$ cat config.mk
export PLATFORM = sky130hd
export DESIGN_NAME = ffha_ctrl
export DESIGN_NICKNAME = d
export VERILOG_FILES = /design/src/hdl/ffha_pkg.sv /design/src/hdl/ffha_ctrl.sv
export SDC_FILE = /design/constraint.sdc
export NUM_CORES = 1
export LEC_CHECK = 0
export ABC_CLOCK_PERIOD_IN_PS = 7700
export BUFFER_PORTS_ARGS = -buffer_cell sky130_fd_sc_hd__buf_2
export CAP_MARGIN = 20
export CORE_MARGIN = 2
export CORE_UTILIZATION = 30
export CTS_CLUSTER_SIZE = 40
export DETAILED_ROUTE_END_ITERATION = 12
export GPL_TIMING_DRIVEN = 1
export PLACE_DENSITY = 0.44
export SYNTH_ARGS = -nofsm -noshare
export SYNTH_HDL_FRONTEND = slang
export SYNTH_SLANG_ARGS = --single-unit
$ cat constraint.sdc
create_clock -name clk -period 7.7 [get_ports clk]
set_clock_uncertainty 0.15 [all_clocks]
set_input_delay 0.77 -clock clk [delete_from_list [all_inputs] [get_ports clk]]
set_output_delay 0.77 -clock clk [all_outputs]
set_load 0.01 [all_outputs]
$ cat src/hdl/ffha_pkg.sv
`timescale 1ns / 1ps
// Shared types and constants for the first-fit heap allocator.
// No dependencies; ffha_datapath, ffha_ctrl and the top level import this package.
package ffha_pkg;

  localparam int HEAP_BYTES_DEF = 65536;

  // Header word encodings
  localparam logic [31:0] LINK_NONE  = 32'hFFFF_FFFF;
  localparam logic [31:0] HEAD_NODE  = 32'hFFFF_FFFE;
  localparam logic [31:0] ALLOC_MARK = 32'h8000_0000;
  localparam logic [31:0] HDR_BYTES  = 32'd8;
  localparam logic [31:0] ALIGN_MASK = 32'd7;
  localparam logic [31:0] SPLIT_MIN  = 32'd16;

  typedef enum logic [1:0] {
    ST_ALLOC_OK   = 2'd0,
    ST_ALLOC_FAIL = 2'd1,
    ST_FREED      = 2'd2,
    ST_IGNORED    = 2'd3
  } rsp_status_t;

  // Datapath micro-operations issued by the controller
  typedef enum logic [4:0] {
    OP_NOP, OP_CLEAR, OP_ACCEPT,
    OP_RD_BSZ, OP_RD_BLK, OP_AWALK, OP_UNLINK, OP_SPLIT1, OP_SPLIT2,
    OP_TAKE1, OP_TAKE2,
    OP_RD_FSZ, OP_RD_FLK, OP_FREL,
    OP_PB_INIT, OP_PB_STEP, OP_PB_LAT, OP_PB_RSA, OP_PB_MRG,
    OP_PB_RA1, OP_PB_RA2, OP_PB_J1, OP_PB_J2, OP_PB_NX, OP_PB_LINK,
    OP_DONE_OK, OP_DONE_FAIL, OP_DONE_FREED, OP_DONE_IGN
  } dp_op_t;

  // Status returned by the datapath
  typedef struct packed {
    logic clr_done;
    logic out_free;
    logic opc_free;
    logic need_bad;
    logic ptr_bad;
    logic a_adv;
    logic a_limit;
    logic blk_end;
    logic split;
    logic f_ok;
    logic pb_adv;
    logic at_head;
    logic touch_mid;
  } dp_flags_t;

endpackage

$ cat src/hdl/ffha_ctrl.sv
`timescale 1ns / 1ps
// Allocator controller: sequences the clear pass, first-fit walk, split, free check and reinsert.
// Depends on ffha_pkg; commands ffha_datapath.
module ffha_ctrl import ffha_pkg::*; (
  input  logic      clk,
  input  logic      rst_n,
  input  logic      in_valid,
  output logic      in_ready,
  input  dp_flags_t flags,
  output dp_op_t    op
);

  typedef enum logic [30:0] {
    S_CLR    = 31'd1 << 0,  S_IDLE   = 31'd1 << 1,  S_DISP   = 31'd1 << 2,
    S_ARSZ   = 31'd1 << 3,  S_ARLK   = 31'd1 << 4,  S_AWALK  = 31'd1 << 5,
    S_UNLINK = 31'd1 << 6,  S_SPL1   = 31'd1 << 7,  S_SPL2   = 31'd1 << 8,
    S_TAKE1  = 31'd1 << 9,  S_TAKE2  = 31'd1 << 10, S_FRSZ   = 31'd1 << 11,
    S_FRLK   = 31'd1 << 12, S_FTEST  = 31'd1 << 13, S_FREL   = 31'd1 << 14,
    S_PBINI  = 31'd1 << 15, S_PBSTEP = 31'd1 << 16, S_PBLAT  = 31'd1 << 17,
    S_PBRSA  = 31'd1 << 18, S_PBMRG  = 31'd1 << 19, S_PBAFT  = 31'd1 << 20,
    S_PBRA1  = 31'd1 << 21, S_PBRA2  = 31'd1 << 22, S_PBJ1   = 31'd1 << 23,
    S_PBJ2   = 31'd1 << 24, S_PBNX   = 31'd1 << 25, S_PBLNK  = 31'd1 << 26,
    S_OK     = 31'd1 << 27, S_FAIL   = 31'd1 << 28, S_FREED  = 31'd1 << 29,
    S_IGN    = 31'd1 << 30
  } state_t;

  state_t state_r, state_nxt;

  assign in_ready = (state_r == S_IDLE);

  // Next state and command
  always_comb begin
    state_nxt = state_r;
    op        = OP_NOP;
    case (state_r)
      S_CLR: begin
        op = OP_CLEAR;
        if (flags.clr_done) state_nxt = S_IDLE;
      end
      S_IDLE: begin
        if (in_valid) begin
          op = OP_ACCEPT;
          state_nxt = S_DISP;
        end
      end
      S_DISP: begin
        if (flags.opc_free) state_nxt = flags.ptr_bad ? S_IGN : S_FRSZ;
        else state_nxt = flags.need_bad ? S_FAIL : S_ARSZ;
      end
      // first-fit walk, one header per pass
      S_ARSZ: begin op = OP_RD_BSZ; state_nxt = S_ARLK; end
      S_ARLK: begin op = OP_RD_BLK; state_nxt = S_AWALK; end
      S_AWALK: begin
        op = OP_AWALK;
        if (flags.a_adv) state_nxt = flags.a_limit ? S_FAIL : S_ARSZ;
        else state_nxt = flags.blk_end ? S_FAIL : S_UNLINK;
      end
      S_UNLINK: begin
        op = OP_UNLINK;
        state_nxt = flags.split ? S_SPL1 : S_TAKE1;
      end
      S_SPL1:  begin op = OP_SPLIT1; state_nxt = S_SPL2; end
      S_SPL2:  begin op = OP_SPLIT2; state_nxt = S_PBINI; end
      S_TAKE1: begin op = OP_TAKE1;  state_nxt = S_TAKE2; end
      S_TAKE2: begin op = OP_TAKE2;  state_nxt = S_OK; end
      // free: header check
      S_FRSZ:  begin op = OP_RD_FSZ; state_nxt = S_FRLK; end
      S_FRLK:  begin op = OP_RD_FLK; state_nxt = S_FTEST; end
      S_FTEST: state_nxt = flags.f_ok ? S_FREL : S_IGN;
      S_FREL:  begin op = OP_FREL; state_nxt = S_PBINI; end
      // address-ordered reinsert with coalescing
      S_PBINI: begin op = OP_PB_INIT; state_nxt = S_PBSTEP; end
      S_PBSTEP: begin
        op = OP_PB_STEP;
        if (flags.pb_adv) state_nxt = S_PBLAT;
        else state_nxt = flags.at_head ? S_PBAFT : S_PBRSA;
      end
      S_PBLAT: begin op = OP_PB_LAT; state_nxt = S_PBSTEP; end
      S_PBRSA: begin op = OP_PB_RSA; state_nxt = S_PBMRG; end
      S_PBMRG: begin op = OP_PB_MRG; state_nxt = S_PBAFT; end
      S_PBAFT: state_nxt = flags.touch_mid ? S_PBRA1 : S_PBNX;
      S_PBRA1: begin op = OP_PB_RA1; state_nxt = S_PBRA2; end
      S_PBRA2: begin op = OP_PB_RA2; state_nxt = S_PBJ1; end
      S_PBJ1:  begin op = OP_PB_J1;  state_nxt = S_PBJ2; end
      S_PBJ2:  begin op = OP_PB_J2;  state_nxt = S_PBLNK; end
      S_PBNX:  begin op = OP_PB_NX;  state_nxt = S_PBLNK; end
      S_PBLNK: begin
        op = OP_PB_LINK;
        state_nxt = flags.opc_free ? S_FREED : S_TAKE1;
      end
      // results wait for a free output register
      S_OK: if (flags.out_free) begin op = OP_DONE_OK; state_nxt = S_IDLE; end
      S_FAIL: if (flags.out_free) begin op = OP_DONE_FAIL; state_nxt = S_IDLE; end
      S_FREED: if (flags.out_free) begin op = OP_DONE_FREED; state_nxt = S_IDLE; end
      S_IGN: if (flags.out_free) begin op = OP_DONE_IGN; state_nxt = S_IDLE; end
      default: state_nxt = S_IDLE;
    endcase
  end

  always_ff @(posedge clk) begin
    if (!rst_n) state_r <= S_CLR;
    else state_r <= state_nxt;
  end

  ap_accept: assert property (@(posedge clk) disable iff (!rst_n)
    (in_valid && in_ready) |=> (state_r == S_DISP))
    else $error("accepted transaction not dispatched");

  ap_clear: assert property (@(posedge clk) disable iff (!rst_n)
    (state_r == S_CLR && !flags.clr_done) |=> (state_r == S_CLR && !in_ready))
    else $error("clear pass left early");

  ap_done: assert property (@(posedge clk) disable iff (!rst_n)
    (op == OP_DONE_OK || op == OP_DONE_FAIL || op == OP_DONE_FREED ||
     op == OP_DONE_IGN) |=> (state_r == S_IDLE))
    else $error("no return to idle after result");

endmodule

; After elaboration in Yosys (flattened, before gate mapping)
; Index checks and enable logic that the tools add are counted.
[word_totals]
reg_bits = 31
input_bits = 16
output_inout_bits = 6
wordCells = 62
[classes]
n_eq_ne = 34
n_mux = 22
n_reduce_logical = 5
[op_table]
columns = cell, n
row1 = case mux 31 bit (25 select lines), 1
row2 = 2-to-1 mux 31 bit, 6
row3 = case mux 5 bit (28 select lines), 1
row4 = 2-to-1 mux 29 bit, 4
row5 = 2-to-1 mux 21 bit, 2
row6 = equality test 31 x 1 -> 1 bit (second input constant), 1
row7 = equality test 31 x 10 -> 1 bit (second input constant), 1
row8 = equality test 31 x 11 -> 1 bit (second input constant), 1
row9 = equality test 31 x 12 -> 1 bit (second input constant), 1
row10 = equality test 31 x 13 -> 1 bit (second input constant), 1
row11 = equality test 31 x 14 -> 1 bit (second input constant), 1
row12 = equality test 31 x 15 -> 1 bit (second input constant), 1
row13 = equality test 31 x 16 -> 1 bit (second input constant), 1
row14 = equality test 31 x 17 -> 1 bit (second input constant), 1
row15 = equality test 31 x 18 -> 1 bit (second input constant), 1
row16 = equality test 31 x 19 -> 1 bit (second input constant), 1
row17 = equality test 31 x 2 -> 1 bit (second input constant), 1
row18 = equality test 31 x 20 -> 1 bit (second input constant), 1
row19 = equality test 31 x 21 -> 1 bit (second input constant), 1
row20 = equality test 31 x 22 -> 1 bit (second input constant), 1
row21 = equality test 31 x 23 -> 1 bit (second input constant), 1
row22 = equality test 31 x 24 -> 1 bit (second input constant), 1
row23 = equality test 31 x 25 -> 1 bit (second input constant), 1
row24 = equality test 31 x 26 -> 1 bit (second input constant), 1
row25 = 22 further kinds, 28

; Longest topological paths before layout
[logic_depth]
depth_word = 4
mapped_depth = 9
mapped_depth_nobuf = 6

; Least setup slack after synthesis
; No wires, ideal clock.
[synth_path]
kind = register to output
start = reg state_r[8]
end = out op[0]
arrival_ps = 2579
required_time_ps = 6780
slack_ps = 4201
stages_incl_launch_ff = 8
n_path_buf = 1
path_cell_list = dfxtp_1 or4_4 or4_4 buf_6 or3_4 nor4_2 and3b_1 nand4_1
[synth_via]
elab_chain_len = 2
[synth_rtl]
columns = element, line_no
row1 = from (decl), ffha_ctrl.sv:27  ; state_t state_r, state_nxt;
row2 = from (signal assigned), ffha_ctrl.sv:102  ; else state_r <= state_nxt;
row3 = equality test 31 bit (tied with other cells), ffha_ctrl.sv:35  ; case (state_r)
row4 = case mux 5 bit (28 select lines) (*), ffha_ctrl.sv:35
row5 = to (decl), ffha_ctrl.sv:10  ; output dp_op_t op
; Mark *: on every way between the ends. The rest lies on a longest branch, timed or not.

; Worst setup path after layout
; Ends and elaborated chain as after synthesis.

==> impl_summary.txt <==
----------------------------------------------------
[Logic synthesis]
  Share of the synthesized area in the top cell type ... 30.7%
  Number of unique standard cell types used by synthesis ... 52
  Gate count of the mapped netlist ... 258
  Share of flip-flops with an asynchronous set or reset ... 0%
  Syn Nets ... 274
  Yosys Warn Count ... 0
  Cell area after synthesis ... 0.00202 mm2
  Average instance area after synthesis ... 7.84 um2
  Ranking of synthesized cells by area ... sky130_fd_sc_hd__dfxtp_1 31%, sky130_fd_sc_hd__nor2_1 5.9%, sky130_fd_sc_hd__nor3_1 4.9%, sky130_fd_sc_hd__nor4_1 4.0%, sky130_fd_sc_hd__and3_1 3.4%
  Main flop type after synthesis ... sky130_fd_sc_hd__dfxtp_1
  Yosys top cell by area ... sky130_fd_sc_hd__dfxtp_1
  EDFF count, synth ... 0
  Register area share after synthesis ... a little under a third
  Count of state elements after synthesis ... 31

[Cells and area]
  Flip-flop count of the largest register, all copies and words added ... 31
  Layout overhead on the synthesized area ... 12.3%
  Register ranked first by flip-flop count ... state_r
  Number of filler instances in the final layout ... 725
  Largest registers ... state_r (31)
  Top library cells by usage in the layout, fill and taps aside ... 32 x sky130_fd_sc_hd__nor2_1, 31 x sky130_fd_sc_hd__dfxtp_1, 21 x sky130_fd_sc_hd__buf_2
  Area of all placed cells without fillers ... 0.00227 mm2
  Most common cell after layout, fill and taps aside ... sky130_fd_sc_hd__nor2_1
  Final Net Count ... around 290
  ANT cells ... 0
  Final cell count without fillers ... 353
  Share of post-route cells with drive strength above 1 ... 15.6%

[GRT]
  Met3 demand-to-capacity share in global routing ... 3.18%
  Maximum number of pins on one net before global-route repair ... 18
  Met2 track utilization from global routing ... 27.4%
  Initial antenna violation count ... 0
  Wire length of the first global-routing pass ... around 9800 um
  Total congestion overflow after global routing ... 0
  Total global-route track usage ... 17.3%
  Met1 Track Usage GR ... about a quarter
  Number of global-route vias before repair ... 1895
  Most Used Layer, Global Route ... met2

[Critical path]
  Category of the most critical setup path ... reg -> out
  Register-to-Register Path Depth ... 7
  Required time at the endpoint of the critical path ... about 6800 ps
  Cell-by-cell trace of the critical path ... or4_4 -> or4_4 -> or3_4 -> nor4_2 -> and3b_1 -> nand4_1 -> buf_2
  Worst Path Max Fanout ... 11
  Crit start category ... register
  Most repeated library cell on the critical path ... sky130_fd_sc_hd__or4_4
  Family with the most delay on the worst path ... simple AND/OR/NAND/NOR gates
  Crit-path slowest cell ... sky130_fd_sc_hd__or4_4
  Worst setup EP type ... output port
  Worst EP arrival ... 3230 ps
  Peak per-stage delay on the critical path ... ~610 ps
  Buffers & Inverters on Critical Path ... 1
  Number of cells on the critical path ... 7

[Job]
  Max capacitance violation total ... 0

[Power]
  P_sw ... 0.0000878 W
  Share of power burned in the clock network ... 41.7%
  Static leakage power ... 0.929 nW
  Maximum VDD drop ... 69.4 uV
  Internal cell power ... between 0.0002 and 0.0003 W
  Power density of the placed cells ... approximately 150 mW/mm2
  Flop pwr share ... a little under half
  Switching fraction of total power ... roughly a quarter
  Comb pwr share ... 10.9%
  Total power ... 0.000346 W

[STA]
  Accumulated negative setup slack ... 0 ps
  Worst Max-Slew Pin Slew ... a little under 1000 ps
  Final setup violating endpoints ... 0
  Count of final max-slew check failures ... 0
  Portion of the clock cycle consumed by the worst path in the final layout ... 54.0%
  Hold Fails Final Rpt ... 0
  Maximum operating frequency ... about 0.24 GHz
  Min cycle time layout ... 4150 ps
  Tightest hold margin ... 403 ps
  Worst slew margin relative to its limit ... a little over a third
  Setup repair after global routing missed its margin ... no

[Detailed routing]
  Number of remaining DRC errors ... 0
  Ratio of routed vias to standard cells ... roughly 5.6
  Final Routed Wirelength ... between 6000 and 7000 um
  Detail Route Antenna Nets ... 0
  Routed wirelength normalized by instance count ... 17.2 um
  Number of search-and-repair iterations in the first detailed-routing pass ... 4
  Routed vias ... 1993
  Starting DRC count in detailed routing ... between 100 and 150

[Clock tree]
  Resized cells post-CTS ... 0
  Clock tree from TritonCTS ... done
  Number of buffers inserted for hold repair after clock tree synthesis ... 0
  # Post-CTS Setup Buffers ... 0
  Number of buffers created by CTS ... 5
  H-tree Lvls ... 2
  Clock latency on the worst-skew pair ... 280 ps
  Number of clock sinks ... 31
  Clock slew at the register clock pins of the worst setup and hold paths ... about 70 ps
  Clock tree buffer depth ... 2
  Root Driver ... sky130_fd_sc_hd__clkbuf_8

[Placement]
  # port buffers ... 21
  # placed instances ... 345
  Post-DP Area ... 0.00217 mm2
  Placer's final routability congestion estimate ... 0.891
  DP HPWL ... 4760 um

[Die]
  Ports ... 22
  Area of the die ... 0.00742 mm2
  Std-Cell Core Area ... around 0.0064 mm2
  Std cell rows ... 29
  Vert. Die Dim ... 86.1 um
  Starting Density ... between 30% and 40%
  Horizontal die dimension ... 86.1 um

[Hold path]
  Worst min-delay path category ... reg -> reg
  Cell depth of the worst hold path ... 2

[Status]
  Result of the run ... finished, final reports clean

----------------------------------------------------
[through the flow]
step                util (%)  worst slack (ps)
detailed placement      33.8              3880
floorplan                  -              4200
global placement        33.8              3880
CTS                     35.4              3560
global route            35.4              3460
finish                  35.4              3550
[worst reg2reg max path: stages, from the launching register on]
cell,delay [ps]
sky130_fd_sc_hd__dfxtp_1,510
sky130_fd_sc_hd__or4_1,290
sky130_fd_sc_hd__nor4_1,150
sky130_fd_sc_hd__and4_1,320
sky130_fd_sc_hd__or4_1,540
sky130_fd_sc_hd__o41ai_2,860
sky130_fd_sc_hd__buf_4,310
sky130_fd_sc_hd__nor2_1,60
[layout make-up]
cell class,count,area (um2),share of cell area [%]
Tap cell,77,96.3,4.24
Clock buffer,8,100,4.41
Timing Repair Buffer,22,113,4.96
Inverter,4,15.0,0.661
Multi-Input combinational cell,211,1330,58.4
Sequential cell,31,621,27.3
[power by group through the flow]
stage | Sequential, W | Combinational [W] | Clock (W)
2_1_floorplan | 0.000166 | 0.0000250 | 0
3_3_place_gp | 0.000167 | 0.0000384 | 0
3_5_place_dp | 0.000167 | 0.0000377 | 0
4_1_cts | 0.000164 | 0.0000380 | 0.000148
5_1_grt | 0.000164 | 0.0000420 | 0.000158
6_report | 0.000164 | 0.0000378 | 0.000144
[cells by family after synthesis]
logic type             count (synthesis)  share of synthesized area, %
XOR/XNOR                               9                          3.90
multiplexers                           2                          1.05
buffers and inverters                 16                          3.71
AO/OA/AOI/OAI                         36                          13.0
flip-flops                            31                          30.7
AND/OR/NAND/NOR                      164                          47.7
[cells in the mapped netlist, types with 2 or more instances]
| master | count |
|---|---|
| sky130_fd_sc_hd__and4_1 | 4 |
| sky130_fd_sc_hd__dfxtp_1 | 31 |
| sky130_fd_sc_hd__nand2_1 | 14 |
| sky130_fd_sc_hd__and2_1 | 2 |
| sky130_fd_sc_hd__clkbuf_1 | 10 |
| sky130_fd_sc_hd__xor2_1 | 7 |
| sky130_fd_sc_hd__o21a_1 | 2 |
| sky130_fd_sc_hd__a21oi_1 | 6 |
| sky130_fd_sc_hd__or4_1 | 6 |
| sky130_fd_sc_hd__xnor2_1 | 2 |
| sky130_fd_sc_hd__nand4_1 | 7 |
| sky130_fd_sc_hd__nor4b_1 | 5 |
| sky130_fd_sc_hd__a311oi_1 | 2 |
| sky130_fd_sc_hd__nand3_1 | 12 |
| sky130_fd_sc_hd__nor4_1 | 13 |
| sky130_fd_sc_hd__nor2b_1 | 7 |
| sky130_fd_sc_hd__nand3b_1 | 3 |
| sky130_fd_sc_hd__nor3b_1 | 4 |
| sky130_fd_sc_hd__or4b_2 | 2 |
| sky130_fd_sc_hd__or3_1 | 4 |
| sky130_fd_sc_hd__or4_4 | 2 |
| sky130_fd_sc_hd__and3b_1 | 2 |
| sky130_fd_sc_hd__nand2b_1 | 4 |
| sky130_fd_sc_hd__nand4b_1 | 3 |
| sky130_fd_sc_hd__buf_6 | 2 |
| sky130_fd_sc_hd__and4b_1 | 3 |
| sky130_fd_sc_hd__o2111ai_1 | 2 |
| sky130_fd_sc_hd__inv_1 | 4 |
| sky130_fd_sc_hd__o21ai_0 | 10 |
| sky130_fd_sc_hd__nor2_1 | 32 |
| sky130_fd_sc_hd__and3_1 | 11 |
| sky130_fd_sc_hd__nor3_1 | 20 |
[worst paths after layout]
kind               start          end  slack, ps
max           state_r[8]        op[0]       3550
min          state_r[22]  state_r[23]        400
max reg2reg  state_r[18]  state_r[28]       4400
min reg2reg  state_r[22]  state_r[23]        400
[metal layers]
metal	vias to the layer above	share of wire [%]
met3	8	3.1
met4	0	1.5
met5	-	0
met2	30	47
li1	1019	-
met1	936	49
Power figures use the tool's default switching activity.
